File: src/rtl/core/btlv_pkg.sv
// Shared constants and result codes for the BER TLV stream parser.
package btlv_pkg;

	localparam int unsigned MAX_LEN_BYTES = 4;

	localparam logic [1:0] KIND_HEADER = 2'd0;
	localparam logic [1:0] KIND_VALUE  = 2'd1;
	localparam logic [1:0] KIND_ERROR  = 2'd2;

	localparam logic [7:0] LONG_FORM_BIT = 8'h80;
	localparam logic [7:0] COUNT_MASK    = 8'h7F;

endpackage

File: src/rtl/core/ber_tlv_stream_parser_top.sv
// Top level of the BER TLV stream parser: input register, record state and result register.
//
// Channel   Direction  Handshake              Payload
// input     in         in_valid / in_stall    in_byte
// output    out        out_valid / out_stall  kind, rec_tag, rec_length, value_byte, last
//
// An accepted byte is held in the input register and is parsed from there; the parse result is
// registered in the result register, and an output stall can hold the byte before it is parsed.
// One byte can be accepted in every cycle while the output is not stalled; the record state and
// the result register are updated by the same short logic from the input register, which sets the rate.
// Reset returns the parser to expecting a tag byte and empties both registers.
// A stall on the output holds the result and then the input register; the input stalls
// only while its register is full and cannot move on.
module ber_tlv_stream_parser_top
	import btlv_pkg::*;
(
	input  logic        clk,
	input  logic        arst_n,
	input  logic        in_valid,
	output logic        in_stall,
	input  logic [7:0]  in_byte,
	output logic        out_valid,
	input  logic        out_stall,
	output logic [1:0]  kind,
	output logic [7:0]  rec_tag,
	output logic [31:0] rec_length,
	output logic [7:0]  value_byte,
	output logic        last
);

	localparam logic [1:0] PH_TAG    = 2'd0;
	localparam logic [1:0] PH_LEN    = 2'd1;
	localparam logic [1:0] PH_LBYTES = 2'd2;
	localparam logic [1:0] PH_VALUE  = 2'd3;

	logic        valid_s1;
	logic [7:0]  byte_s1;
	logic        advance;

	logic [1:0]  phase_q, phase_d;
	logic [7:0]  held_tag_q, held_tag_d;
	logic [31:0] length_accum_q, length_accum_d;
	logic [2:0]  length_bytes_left_q, length_bytes_left_d;
	logic [31:0] value_bytes_left_q, value_bytes_left_d;

	logic        res_valid;
	logic [1:0]  res_kind;
	logic [31:0] res_length;
	logic [7:0]  res_value;
	logic        res_last;
	logic [6:0]  count;
	logic [31:0] value_left_dec;

	logic        out_valid_q;
	logic [1:0]  kind_q;
	logic [7:0]  rec_tag_q;
	logic [31:0] rec_length_q;
	logic [7:0]  value_byte_q;
	logic        last_q;

	assign advance  = !out_valid_q || !out_stall;
	assign in_stall = valid_s1 && !advance;

	always_ff @(posedge clk or negedge arst_n) begin
		if (!arst_n) begin
			valid_s1 <= 1'b0;
		end else if (!in_stall) begin
			valid_s1 <= in_valid;
		end
	end

	always_ff @(posedge clk) begin
		if (in_valid && !in_stall) begin
			byte_s1 <= in_byte;
		end
	end

	assign count          = byte_s1[6:0] & COUNT_MASK[6:0];
	assign value_left_dec = value_bytes_left_q - 32'd1;

	always_comb begin
		phase_d             = phase_q;
		held_tag_d          = held_tag_q;
		length_accum_d      = length_accum_q;
		length_bytes_left_d = length_bytes_left_q;
		value_bytes_left_d  = value_bytes_left_q;
		res_valid           = 1'b0;
		res_kind            = KIND_HEADER;
		res_length          = 32'd0;
		res_value           = 8'd0;
		res_last            = 1'b0;
		case (phase_q)
			PH_TAG: begin
				held_tag_d     = byte_s1;
				length_accum_d = 32'd0;
				phase_d        = PH_LEN;
			end
			PH_LEN: begin
				if ((byte_s1 & LONG_FORM_BIT) == 8'd0) begin
					length_accum_d     = {24'd0, byte_s1};
					value_bytes_left_d = {24'd0, byte_s1};
					res_valid          = 1'b1;
					res_length         = {24'd0, byte_s1};
					res_last           = (byte_s1 == 8'd0);
					phase_d            = (byte_s1 == 8'd0) ? PH_TAG : PH_VALUE;
				end else if (count == 7'd0) begin
					length_accum_d     = 32'd0;
					value_bytes_left_d = 32'd0;
					res_valid          = 1'b1;
					res_last           = 1'b1;
					phase_d            = PH_TAG;
				end else if (count > 7'(MAX_LEN_BYTES)) begin
					length_accum_d     = 32'd0;
					value_bytes_left_d = 32'd0;
					res_valid          = 1'b1;
					res_kind           = KIND_ERROR;
					res_last           = 1'b1;
					phase_d            = PH_TAG;
				end else begin
					length_accum_d      = 32'd0;
					length_bytes_left_d = count[2:0] - 3'd1;
					phase_d             = PH_LBYTES;
				end
			end
			PH_LBYTES: begin
				length_accum_d = {length_accum_q[23:0], byte_s1};
				if (length_bytes_left_q == 3'd0) begin
					value_bytes_left_d = {length_accum_q[23:0], byte_s1};
					res_valid          = 1'b1;
					res_length         = {length_accum_q[23:0], byte_s1};
					res_last           = ({length_accum_q[23:0], byte_s1} == 32'd0);
					phase_d            = res_last ? PH_TAG : PH_VALUE;
				end else begin
					length_bytes_left_d = length_bytes_left_q - 3'd1;
				end
			end
			PH_VALUE: begin
				if (value_bytes_left_q == 32'd0) begin
					held_tag_d     = byte_s1;
					length_accum_d = 32'd0;
					phase_d        = PH_LEN;
				end else begin
					value_bytes_left_d = value_left_dec;
					res_valid          = 1'b1;
					res_kind           = KIND_VALUE;
					res_length         = length_accum_q;
					res_value          = byte_s1;
					res_last           = (value_left_dec == 32'd0);
					if (value_left_dec == 32'd0) begin
						phase_d = PH_TAG;
					end
				end
			end
			default: begin
				phase_d = PH_TAG;
			end
		endcase
	end

	always_ff @(posedge clk or negedge arst_n) begin
		if (!arst_n) begin
			phase_q             <= PH_TAG;
			held_tag_q          <= 8'd0;
			length_accum_q      <= 32'd0;
			length_bytes_left_q <= 3'd0;
			value_bytes_left_q  <= 32'd0;
			out_valid_q         <= 1'b0;
		end else if (advance) begin
			out_valid_q <= valid_s1 && res_valid;
			if (valid_s1) begin
				phase_q             <= phase_d;
				held_tag_q          <= held_tag_d;
				length_accum_q      <= length_accum_d;
				length_bytes_left_q <= length_bytes_left_d;
				value_bytes_left_q  <= value_bytes_left_d;
			end
		end
	end

	always_ff @(posedge clk) begin
		if (advance && valid_s1 && res_valid) begin
			kind_q       <= res_kind;
			rec_tag_q    <= held_tag_d;
			rec_length_q <= res_length;
			value_byte_q <= res_value;
			last_q       <= res_last;
		end
	end

	assign out_valid  = out_valid_q;
	assign kind       = kind_q;
	assign rec_tag    = rec_tag_q;
	assign rec_length = rec_length_q;
	assign value_byte = value_byte_q;
	assign last       = last_q;

	// An error result always closes its record.
	a_error_is_last: assert property (@(posedge clk) disable iff (!arst_n)
		out_valid && kind == KIND_ERROR |-> last)
		else $error("error result without last");

	// A header for an empty record closes it.
	a_empty_header_last: assert property (@(posedge clk) disable iff (!arst_n)
		out_valid && kind == KIND_HEADER && rec_length == 32'd0 |-> last)
		else $error("empty record header without last");

	// The input stalls only while the input register holds a byte.
	a_stall_needs_byte: assert property (@(posedge clk) disable iff (!arst_n)
		in_stall |-> valid_s1)
		else $error("input stalled with empty input register");

	// A result that is not taken stays in place.
	a_result_held: assert property (@(posedge clk) disable iff (!arst_n)
		out_valid && out_stall |=> out_valid && $stable(rec_length) && $stable(kind))
		else $error("stalled result changed");

endmodule
File: config.mk
export PLATFORM = sky130hd
export DESIGN_NAME = ber_tlv_stream_parser_top
export DESIGN_NICKNAME = d
export VERILOG_FILES = /design/src/rtl/core/btlv_pkg.sv /design/src/rtl/core/ber_tlv_stream_parser_top.sv
export SDC_FILE = /design/constraint.sdc
export NUM_CORES = 1
export LEC_CHECK = 0
export BUFFER_PORTS_ARGS = -buffer_cell sky130_fd_sc_hd__buf_2
export CAP_MARGIN = 5
export CORE_UTILIZATION = 50
export CTS_BUF_LIST = sky130_fd_sc_hd__clkbuf_8
export DETAILED_ROUTE_END_ITERATION = 10
export GPL_TIMING_DRIVEN = 0
export PLACE_DENSITY = 0.68
export SYNTH_ARGS = -nofsm -noshare
export SYNTH_HDL_FRONTEND = slang
export SYNTH_SLANG_ARGS = --single-unit
File: constraint.sdc
create_clock -name clk -period 15.85 [get_ports clk]
set_clock_uncertainty 0.2 [all_clocks]
set_input_delay 4.755 -clock clk [delete_from_list [all_inputs] [get_ports clk]]
set_output_delay 4.755 -clock clk [all_outputs]
set_load 0.01 [all_outputs]
### After elaboration in Yosys (flattened, before gate mapping)

Cells that the tools add are included.

* add/subtract/negate cells: 3
* magnitude comparators: 1
* equality and inequality tests: 11
* mux-type cells: 42
* bitwise gates (word level): 1
* reductions and logical operators: 25

Operators by type and width (count)
* 32-bit 2-to-1 mux: 7
* 32-bit case mux with 3 select lines: 2
* 32-bit case mux with 4 select lines: 1
* 32-bit zero test: 3
* 32-bit by 1-bit subtractor with 32-bit output (second input constant): 1
* 2-bit 2-to-1 mux: 11
* 8-bit zero test: 2
* 8-bit 2-to-1 mux: 2
* 8-bit case mux with 2 select lines: 1
* 3-bit 2-to-1 mux: 4
* 2-bit inequality test (second input constant): 6
* 1-bit 2-to-1 mux: 9
* 2-bit case mux with 4 select lines: 1
* 7-bit by 3-bit > comparator with 1-bit output (second input constant): 1
* 7-bit zero test: 1
* 7-bit AND reduction: 1
* 1-bit case mux with 3 select lines: 2
* 3-bit case mux with 2 select lines: 1
* 6-bit AND reduction: 1
* 3-bit by 1-bit subtractor with 3-bit output (second input constant): 2
* 1-bit logical AND: 5
* 2-bit equality test (second input constant): 2
* 1-bit zero test: 4
* 4-bit inequality test (second input constant): 1
* other kinds (12): 12

* register bits: 138
* input port bits: 12
* output and inout port bits: 53
* word-level logic and storage cells: 96

### Longest topological paths before layout

Gate-level depths: netlist (run 1).

* depth after elaboration: 6
* mapped depth: 12
* mapped depth without buffers: 10

### Worst setup path before layout (run 1)

OpenSTA, ideal clock, no wires.

* kind: input-to-output
* start: input out_stall
* end: output in_stall
* arrival: 4.931 ns
* required time: 10.895 ns
* setup slack: 5.964 ns
* stages on the path: 2
* buffers on the path: 0
* cells stage by stage: nand3_1 inv_1

* longest elaborated chain between the ends: 4

Ends and longest elaborated chain
* start, declared: RTL line ber_tlv_stream_parser_top.sv:23 `input logic out_stall,`
* 1-bit zero test: RTL line ber_tlv_stream_parser_top.sv:61 `assign advance = !out_valid_q || !out_stall;`
* 1-bit logical OR: RTL line ber_tlv_stream_parser_top.sv:61
* 1-bit zero test: RTL line ber_tlv_stream_parser_top.sv:62 `assign in_stall = valid_s1 && !advance;`
* 1-bit logical AND: RTL line ber_tlv_stream_parser_top.sv:62
* end, declared: RTL line ber_tlv_stream_parser_top.sv:20 `output logic in_stall,`

Every way passes these cells.

### Final worst setup path (run 1)

Same ends and word-level chain as after synthesis.

==> results of run 1 <==
==> cell usage after synthesis (14+ instances only) <==
library cell | number | share of area
a22o_1 | 16 | 0.020
a21oi_1 | 33 | 0.023
nor3_1 | 25 | 0.018
edfxtp_1 | 59 | 0.25
dfrtp_1 | 79 | 0.28
nor2_1 | 69 | 0.037
a22oi_1 | 58 | 0.062
nand2_1 | 51 | 0.027
clkbuf_1 | 40 | 0.021
inv_1 | 14 | 0.0074
nor4_1 | 17 | 0.015
o21ai_0 | 55 | 0.039
==> metal layers <==
metal,vias to the layer above,wire [µm],GRT usage
li1,2839,-,-
met1,3036,8630,0.403
met2,350,9200,0.439
met3,70,1560,0.0505
met4,0,885,0.155
met5,-,0,0
==> state kept, by name, indices dropped and copies added (netlist names) <==
| register | flops |
|---|---|
| length_accum_q | 32 |
| rec_length | 32 |
| value_bytes_left_q | 32 |
| byte_s1 | 8 |
| held_tag_q | 8 |
| rec_tag | 8 |
| value_byte | 8 |
| length_bytes_left_q | 3 |
| kind | 2 |
| phase_q | 2 |
| last | 1 |
| out_valid | 1 |
| valid_s1 | 1 |
==> layout make-up <==
class,count,area [µm²]
clock buffer,17,234
sequential,138,3750
fill,1206,5760
inverter,15,56.3
timing repair buffer,69,399
clock inverter,15,148
multi-input combinational,497,3020
tap,180,225
buffer,55,236
==> where the power goes <==
part	internal, mW	total, mW	switching [mW]	leakage (nW)
clock	0.139	0.285	0.146	0.192
sequential	0.484	0.561	0.0776	1.62
combinational	0.205	0.602	0.398	1.37
total	0.827	1.45	0.621	3.19
==> layout by cell type (no fill, tap or decap), types with 11 or more instances in the layout <==
| cell type | count |
|---|---|
| a21oi_1 | 33 |
| a22o_1 | 16 |
| a22oi_1 | 58 |
| and2_1 | 12 |
| and3_1 | 11 |
| buf_2 | 75 |
| clkbuf_1 | 40 |
| clkbuf_8 | 17 |
| dfrtp_1 | 79 |
| edfxtp_1 | 59 |
| inv_1 | 16 |
| nand2_1 | 51 |
| nand3_1 | 11 |
| nor2_1 | 69 |
| nor3_1 | 24 |
| nor4_1 | 17 |
| o21ai_0 | 55 |
| o22ai_1 | 12 |
| or3_1 | 12 |
==> worst max-delay path, cell delays in order <==
cell	delay (ns)
buf_2	0.11
nand3_1	0.09
inv_1	0.05
buf_2	0.13
==> per-stage QoR <==
step	setup slack [ns]	utilization	instances	hold WS, ns	cell area, µm²
global route	5.74	0.584	986	0.309	8070
finish	5.77	0.584	986	0.303	8070
CTS	5.77	0.584	986	0.300	8070
detailed placement	5.77	0.556	954	0.282	7690
global placement	4.71	0.550	949	0.275	7600
floorplan	5.96	-	705	0.266	7060
==> kinds of logic after synthesis <==
family	share of synthesized area
mux	0.0117
flops	0.531
simple gates	0.177
buf+inv	0.0415
xor+xnor	0.00496
fa+ha+maj	0.0160
compound gates	0.217
==> worst max path at each step <==
stage	startpoint	endpoint	slack [ns]
4_1_cts	out_stall	in_stall	5.77
6_report	out_stall	in_stall	5.77
3_3_place_gp	out_stall	rec_length[18]$_DFFE_PP_	4.71
5_1_grt	out_stall	in_stall	5.74
3_5_place_dp	out_stall	in_stall	5.77
2_1_floorplan	out_stall	in_stall	5.96
==> impl_results.md, run 1 <==
- Worst slew pin tran: 0.713 ns
- Initial Utilization: 0.511
- R2R depth: 11
- CP Data Required Time: 10.90 ns
- Critical path startpoint category: input port
- Critical Path End Type: primary output
- Total Wirelength: 20300 µm
- Pwr per Cell Area: 179 mW/mm²
- Status: finished, final reports clean
- Initial DRC Count: 746
- Pre-antenna DRT Iters: 5
- Leak: 3.19 nW
- RSZ-0062 raised after global routing: false
- Mapped Area: 0.00706 mm²
- Sequential cell area fraction in the yosys report: 0.531
- Clock transition at path regs: 0.08 ns
- Top_reg_cell synth: dfrtp_1
- Vias: 6295
- Number of global-route vias before repair: 6029
- Setup TNS: 0 ns
- Die H: 121 µm
- Hold Buf Count CTS: 0
- Clock sinks: 138
- Cell count after synthesis: 705
- Min-delay worst type: flip-flop to flip-flop
- Syn avg cell area: 10.0 µm²
- Final setup fails: 0
- WHS Path Cells: 1
- Post-CTS setup buffer count: 0
- Die area: 0.0146 mm²
- H-tree depth: 4
- Core ar.: 0.0138 mm²
- Max Clock Freq: 99.2 MHz
- Post-layout nets: 814
- Tmin final: 10.08 ns
- R2r endpoint: rec_length[18]$_DFFE_PP_
- Total Power: 1.45 mW
- Drt drc: 0
- TritonCTS buffer count: 17
- Number of max-cap violations: 0
- Clk_lat worst skew: 0.46 ns
- Synth warnings: 0
- I/O pin count: 65
- GRT Overall Usage: 0.292
- Antenna diodes: 0
- Post-synthesis cell type count: 57
- Post-synthesis register bit count: 138
- EDFF count, synth: 59
- Largest net degree at the start of global routing: 61
- Clock root buffer: clkbuf_8
- Syn_nets: 726
- Max Slew Vio Count: 0
- FF-to-FF setup slack: 11.46 ns
- VDD IR max: 0.0847 mV
- CTS Buffer Depth: 2
- Critical path class: input port to primary output
- CTS tree: yes
- HPWL after DPL: 14000 µm
- First-pass GRT wire length: 32300 µm
- Final RePlAce weighted congestion: 0.924
- Hold Crit Endpoint: length_accum_q[30]$_DFFE_PN0P_
- Area Growth Syn to Fin: 14.3%
- Share of flip-flops with an asynchronous set or reset: 0.572
- DR WL/cell: 20.6 µm
- Port-buffer cells: 64
- Post_cts resized: 0
- Share of layout cells above drive strength 1: 0.161
- Num rows: 43
- Final period util: 0.636
- Worst slew margin: 0.521
- Initial antenna violation count: 0
- Post-route ant nets: 0
- Reg2reg start: value_bytes_left_q[17]$_DFFE_PN0P_
- Gr ovfl total: 0
- Hold Startpoint: length_accum_q[30]$_DFFE_PN0P_
- Crit path DAT: 5.13 ns
- Hold Fails Final Rpt: 0
- Critical Path Fanout Max: 3
- Die Width: 121 µm
- Avg Vias per Cell: 6.38
(Power assumes the default switching activity.)
==> run 2: changes to the inputs <==
--- a/config.mk
+++ b/config.mk
@@ -11,7 +11,7 @@
 export CTS_BUF_LIST = sky130_fd_sc_hd__clkbuf_8
 export DETAILED_ROUTE_END_ITERATION = 10
 export GPL_TIMING_DRIVEN = 0
-export PLACE_DENSITY = 0.68
+export PLACE_DENSITY = 0.71
 export SYNTH_ARGS = -nofsm -noshare
 export SYNTH_HDL_FRONTEND = slang
 export SYNTH_SLANG_ARGS = --single-unit
==> constraint.sdc (replaced) <==
create_clock -name clk -period 8.5 [get_ports clk]
set_clock_uncertainty 0.2 [all_clocks]
set_input_delay 2.55 -clock clk [delete_from_list [all_inputs] [get_ports clk]]
set_output_delay 2.55 -clock clk [all_outputs]
set_load 0.01 [all_outputs]
==> impl_results.md, run 2 (synthesized netlist as in run 1, its figures left out) <==
- Clock transition at path regs: 0.08 ns (about the same)
- Crit path DAT: 2.94 ns (-2.19 ns)
- Reg2reg start: value_bytes_left_q[17]$_DFFE_PN0P_
- Total Wirelength: 20400 µm (+0.59%)
- CTS Buffer Depth: 2 (unchanged)
- Share of layout cells above drive strength 1: 0.160 (-0.00124)
- TritonCTS buffer count: 17 (unchanged)
- R2R depth: 10 (-1)
- Hold Buf Count CTS: 0 (unchanged)
- Initial antenna violation count: 0 (unchanged)
- Area Growth Syn to Fin: 13.9%
- Initial Utilization: 0.511 (unchanged)
- RSZ-0062 raised after global routing: false
- Worst slew margin: 0.514 (-0.00707)
- GRT Overall Usage: 0.292 (about the same)
- Switching power: 1.16 mW (+87%)
- Drt drc: 0 (unchanged)
- Met2 WL: 9410 µm (+2.3%)
- Final setup fails: 0 (unchanged)
- Met1 WL: 8540 µm (-1.1%)
- Max Clock Freq: 176 MHz
- Gr ovfl total: 0 (unchanged)
- Dpl cells: 954 (unchanged)
- Hold Worst Slack: 0.304 ns (+0.000734 ns)
- Pwr per Cell Area: 332 mW/mm² (+85%)
- Total Power: 2.67 mW (+84%)
- FF-to-FF setup slack: 4.20 ns (-7.26 ns)
- Wire length on met3: 1740 µm (+11%)
- Tmin final: 5.69 ns
- Clock root buffer: clkbuf_8
- Clock power share: 0.190 (-0.007)
- Die H: 121 µm (unchanged)
- Hold Fails Final Rpt: 0 (unchanged)
- Clock sinks: 138 (unchanged)
- Fin cells: 986 (unchanged)
- Critical Path Fanout Max: 3 (unchanged)
- Number of max-cap violations: 0 (unchanged)
- Most frequent cells in the layout: dfrtp_1, buf_2, nor2_1
- End of the critical path: in_stall
- Avg Vias per Cell: 6.45 (+1.1%)
- Critical path origin: out_stall
- Die area: 0.0146 mm² (unchanged)
- Initial DRC Count: 693 (-7.1%)
- Core ar.: 0.0138 mm² (unchanged)
- R2r endpoint: kind[1]$_DFFE_PP_
- Min-delay worst type: flip-flop to flip-flop
- Post-route ant nets: 0 (unchanged)
- Sw Share: 0.434 (+0.00523)
- Max Slew Vio Count: 0 (unchanged)
- Final RePlAce weighted congestion: 0.901 (-2.5%)
- Critical path class: input port to primary output
- Clk_lat worst skew: 0.46 ns (about the same)
- Final period util: 0.669
- Commonest non-fill, non-tap cell in the layout: dfrtp_1
- P_int: 1.51 mW (+83%)
- PnR worst setup slack: 2.81 ns (-2.96 ns)
- Worst slew pin tran: 0.724 ns (+0.0105 ns)
- Post_cts resized: 0 (unchanged)
- Gate power share: 0.419 (+0.003)
- Post-DP Area: 0.00768 mm² (about the same)
- Port-buffer cells: 64 (unchanged)
- DR WL/cell: 20.7 µm (+0.59%)
- VDD IR max: 0.199 mV (+130%)
- Hold Startpoint: held_tag_q[1]$_DFFE_PN0P_
- Largest net degree at the start of global routing: 41 (-33%)
- H-tree depth: 4 (unchanged)
- Setup TNS: 0 ns (unchanged)
- Die Width: 121 µm (unchanged)
- WHS Path Cells: 1 (unchanged)
- First-pass GRT wire length: 32100 µm (-0.45%)
- Highest metal layer with signal wires: met4
- HPWL after DPL: 14200 µm (+1.1%)
- Pre-CTS setup slack: 2.81 ns (-2.96 ns)
- I/O pin count: 65 (unchanged)
- CP Data Required Time: 5.75 ns (-5.15 ns)
- Post-CTS setup buffer count: 0 (unchanged)
- Number of global-route vias before repair: 6003 (-0.43%)
- Antenna diodes: 0 (unchanged)
- Design area: 0.00804 mm² (-0.36%)
- Num rows: 43 (unchanged)
- Pre-antenna DRT Iters: 6 (+1)
- Flop pwr share: 0.391 (+0.004)
- Post-layout nets: 814 (unchanged)
- Final core utilization: 0.582 (-0.00208)
- Critical Path End Type: primary output
- Vias: 6364 (+1.1%)
- Status: finished, final reports clean
- Critical path startpoint category: input port
- Leak: 3.17 nW (-0.50%)
- CTS tree: yes
==> run 2: cell types whose count changed in the layout (fill, tap and decap cells not counted) <==
| cell | change |
|---|---|
| inv_6 | -1 |
| buf_16 | -1 |
| buf_12 | +1 |
| clkinv_4 | +3 |
| clkinvlp_4 | -1 |
| inv_1 | -1 |
| clkinv_2 | -1 |
| bufinv_16 | -1 |
| clkinv_1 | +2 |
==> run 2: how the worst min path moves through the flow <==
stage                                          end  slack [ns]
CTS                      held_tag_q[1]$_DFFE_PN0P_        0.31
detailed placement       held_tag_q[1]$_DFFE_PN0P_        0.29
floorplan                held_tag_q[0]$_DFFE_PN0P_        0.27
global route             held_tag_q[1]$_DFFE_PN0P_        0.33
finish                   held_tag_q[1]$_DFFE_PN0P_        0.30
global placement    length_accum_q[30]$_DFFE_PN0P_        0.28
==> run 2: metal layers <==
layer | global-route usage | up-vias
li1 | - | 2846
met1 | 0.401 | 3103
met2 | 0.446 | 349
met3 | 0.0566 | 66
met4 | 0.137 | 0
met5 | 0 | -
==> run 2: critical path, stage by stage <==
cell and delay [ns]:
buf_2 0.11, nand3_1 0.10, inv_1 0.05, buf_2 0.13
==> run 2: power by group through the flow <==
stage          Combinational (mW)  Sequential [mW]  Clock, mW
6_report                     1.12             1.04      0.508
3_5_place_dp                 1.10             1.05          0
3_3_place_gp                 1.05             1.06          0
5_1_grt                      1.23             1.06      0.535
2_1_floorplan               0.708             1.06          0
4_1_cts                      1.11             1.04      0.508
==> run 2: final cells by class <==
class,count,area (µm²)
Inverter,15,56.3
Multi-Input combinational cell,497,3020
Tap cell,180,225
Timing Repair Buffer,69,392
Clock buffer,17,234
Sequential cell,138,3750
Fill cell,1204,5790
Buffer,55,236
Clock inverter,15,126
==> run 3: changes to the inputs <==
==> constraint.sdc (replaced) <==
create_clock -name clk -period 4.6 [get_ports clk]
set_clock_uncertainty 0.2 [all_clocks]
set_input_delay 1.38 -clock clk [delete_from_list [all_inputs] [get_ports clk]]
set_output_delay 1.38 -clock clk [all_outputs]
set_load 0.01 [all_outputs]
==> impl_results.md, run 3 (synthesized netlist as in run 1, its figures left out) <==
- Area Growth Syn to Fin: 14.5%
- CP most frequent cell: or4_4
- DR WL/cell: 20.2 µm (-2.6%)
- Post-layout nets: 812 (-0.25%)
- Worst slew margin: 0.512 (-0.00156)
- Hold Buf Count CTS: 0 (unchanged)
- Hold Fails Final Rpt: 0 (unchanged)
- Number of global-route vias before repair: 5939 (-1.1%)
- GRT Overall Usage: 0.286 (-0.00638)
- Post-CTS setup buffer count: 0 (unchanged)
- Die Width: 121 µm (unchanged)
- HPWL after DPL: 14000 µm (-1.0%)
- Clock root buffer: clkbuf_8
- FILL cells: 1207 (+0.25%)
- Num rows: 43 (unchanged)
- Met2 Use GR: 0.431 (-0.0143)
- Pre-antenna DRT Iters: 6 (unchanged)
- Clock power share: 0.195 (+0.005)
- Flop pwr share: 0.386 (-0.005)
- Critical path class: flip-flop to flip-flop
- Die area: 0.0146 mm² (unchanged)
- Final core utilization: 0.585 (+0.00308)
- VDD IR max: 0.253 mV (+28%)
- Worst slew pin tran: 0.726 ns (+0.00233 ns)
- TritonCTS buffer count: 17 (unchanged)
- Tmin final: 4.00 ns
- Die H: 121 µm (unchanged)
- Gate power share: 0.419 (about the same)
- Number of max-cap violations: 0 (unchanged)
- Clock transition at path regs: 0.08 ns (about the same)
- Critical Path End Type: flip-flop
- Pwr per Cell Area: 617 mW/mm² (+86%)
- Share of layout cells above drive strength 1: 0.160 (+0.000398)
- CP Data Required Time: 4.62 ns (-1.13 ns)
- Commonest non-fill, non-tap cell in the layout: dfrtp_1
- Gr ovfl total: 0 (unchanged)
- Critical path, cell by cell: or4_4 -> or4b_4 -> or4_4 -> o21ai_2 -> inv_2 -> clkbuf_1 -> a211oi_1 -> nor3_4 -> buf_16
- P_int: 2.86 mW (+89%)
- Final RePlAce weighted congestion: 0.921 (+2.2%)
- CP delay by family, top: simple AND/OR/NAND/NOR gates
- Total Wirelength: 19800 µm (-2.8%)
- Final period util: 0.871
- I/O pin count: 65 (unchanged)
- Antenna diodes: 0 (unchanged)
- Most frequent cells in the layout: dfrtp_1, buf_2, nor2_1
- Initial Utilization: 0.511 (unchanged)
- Met1 usage: 0.385 (-0.0162)
- Status: finished, final reports clean
- Critical path startpoint category: flip-flop
- CTS Buffer Depth: 2 (unchanged)
- Critical Path Fanout Max: 24 (+21)
- Core ar.: 0.0138 mm² (unchanged)
- Busiest grt layer: met2
- Post_cts resized: 0 (unchanged)
- Sw Share: 0.426 (-0.00777)
- Min-delay worst type: flip-flop to flip-flop
- CP peak stage delay: 0.58 ns (+0.45 ns)
- Critical path's slowest cell: or4b_4
- Initial DRC Count: 745 (+7.5%)
- Leak: 3.18 nW (+0.44%)
- Clock sinks: 138 (unchanged)
- Port-buffer cells: 64 (unchanged)
- Clk_lat worst skew: 0.46 ns (about the same)
- H-tree depth: 4 (unchanged)
- First-pass GRT wire length: 31400 µm (-2.2%)
- Max Clock Freq: 250 MHz
- Avg Vias per Cell: 6.40 (-0.80%)
- Setup TNS: 0 ns (unchanged)
- Post-route ant nets: 0 (unchanged)
- GR Util met3: 0.0675 (+0.0108)
- Buf/Inv on CP: 3 (unchanged)
- Max Slew Vio Count: 0 (unchanged)
- Final setup fails: 0 (unchanged)
- Drt drc: 0 (unchanged)
- Vias: 6300 (-1.0%)
- Initial antenna violation count: 0 (unchanged)
- Crit path DAT: 4.02 ns (+1.08 ns)
- RSZ-0062 raised after global routing: false
- Largest net degree at the start of global routing: 51 (+24%)
- CTS tree: yes
- Switching power: 2.13 mW (+83%)
==> run 3: cell type report <==
type                       instances  area, µm²  share of cell area
clock inverter                    15        149              0.0184
timing repair buffer              67        405              0.0501
tap                              180        225              0.0279
buffer                            55        236              0.0293
clock buffer                      17        234              0.0289
inverter                          15       56.3             0.00696
sequential                       138       3750               0.464
multi-input combinational        497       3030               0.375
==> run 3: worst paths after layout <==
path	slack [ns]	end	cells past startpoint	start
setup / recovery	0.60	rec_length[29]$_DFFE_PP_	9	value_bytes_left_q[17]$_DFFE_PN0P_
hold / removal	0.31	length_accum_q[30]$_DFFE_PN0P_	1	length_accum_q[30]$_DFFE_PN0P_
setup reg to reg	0.60	rec_length[29]$_DFFE_PP_	9	value_bytes_left_q[17]$_DFFE_PN0P_
hold reg to reg	0.31	length_accum_q[30]$_DFFE_PN0P_	1	length_accum_q[30]$_DFFE_PN0P_
max in group asynchronous	2.92	value_bytes_left_q[25]$_DFFE_PN0P_	2	arst_n
min in group asynchronous	0.66	value_bytes_left_q[11]$_DFFE_PN0P_	1	arst_n
==> run 3: metal layers <==
metal / share of wire / vias up
li1: - / 2837
met5: 0 / -
met1: 0.42 / 3074
met2: 0.47 / 344
met3: 0.089 / 45
met4: 0.029 / 0
==> run 3: power groups by stage <==
stage / registers, mW / clock network, mW / logic [mW]
2_1_floorplan: 1.94 / 0 / 1.32
3_3_place_gp: 1.93 / 0 / 1.95
3_5_place_dp: 1.93 / 0 / 2.06
4_1_cts: 1.92 / 0.983 / 2.07
5_1_grt: 1.96 / 1.03 / 2.30
6_report: 1.92 / 0.974 / 2.09
==> run 3: through the flow <==
stage | power (mW) | std cells | instance area (µm²) | setup WS (ns) | hold slack, ns
6_report | 4.99 | 984 | 8080 | 0.596 | 0.310
4_1_cts | 4.97 | 984 | 8080 | 0.616 | 0.310
5_1_grt | 5.29 | 984 | 8080 | 0.444 | 0.323
3_5_place_dp | 3.99 | 952 | 7700 | 0.624 | 0.284
2_1_floorplan | 3.26 | 705 | 7070 | 0.733 | 0.266
3_3_place_gp | 3.88 | 949 | 7620 | 0.0125 | 0.276
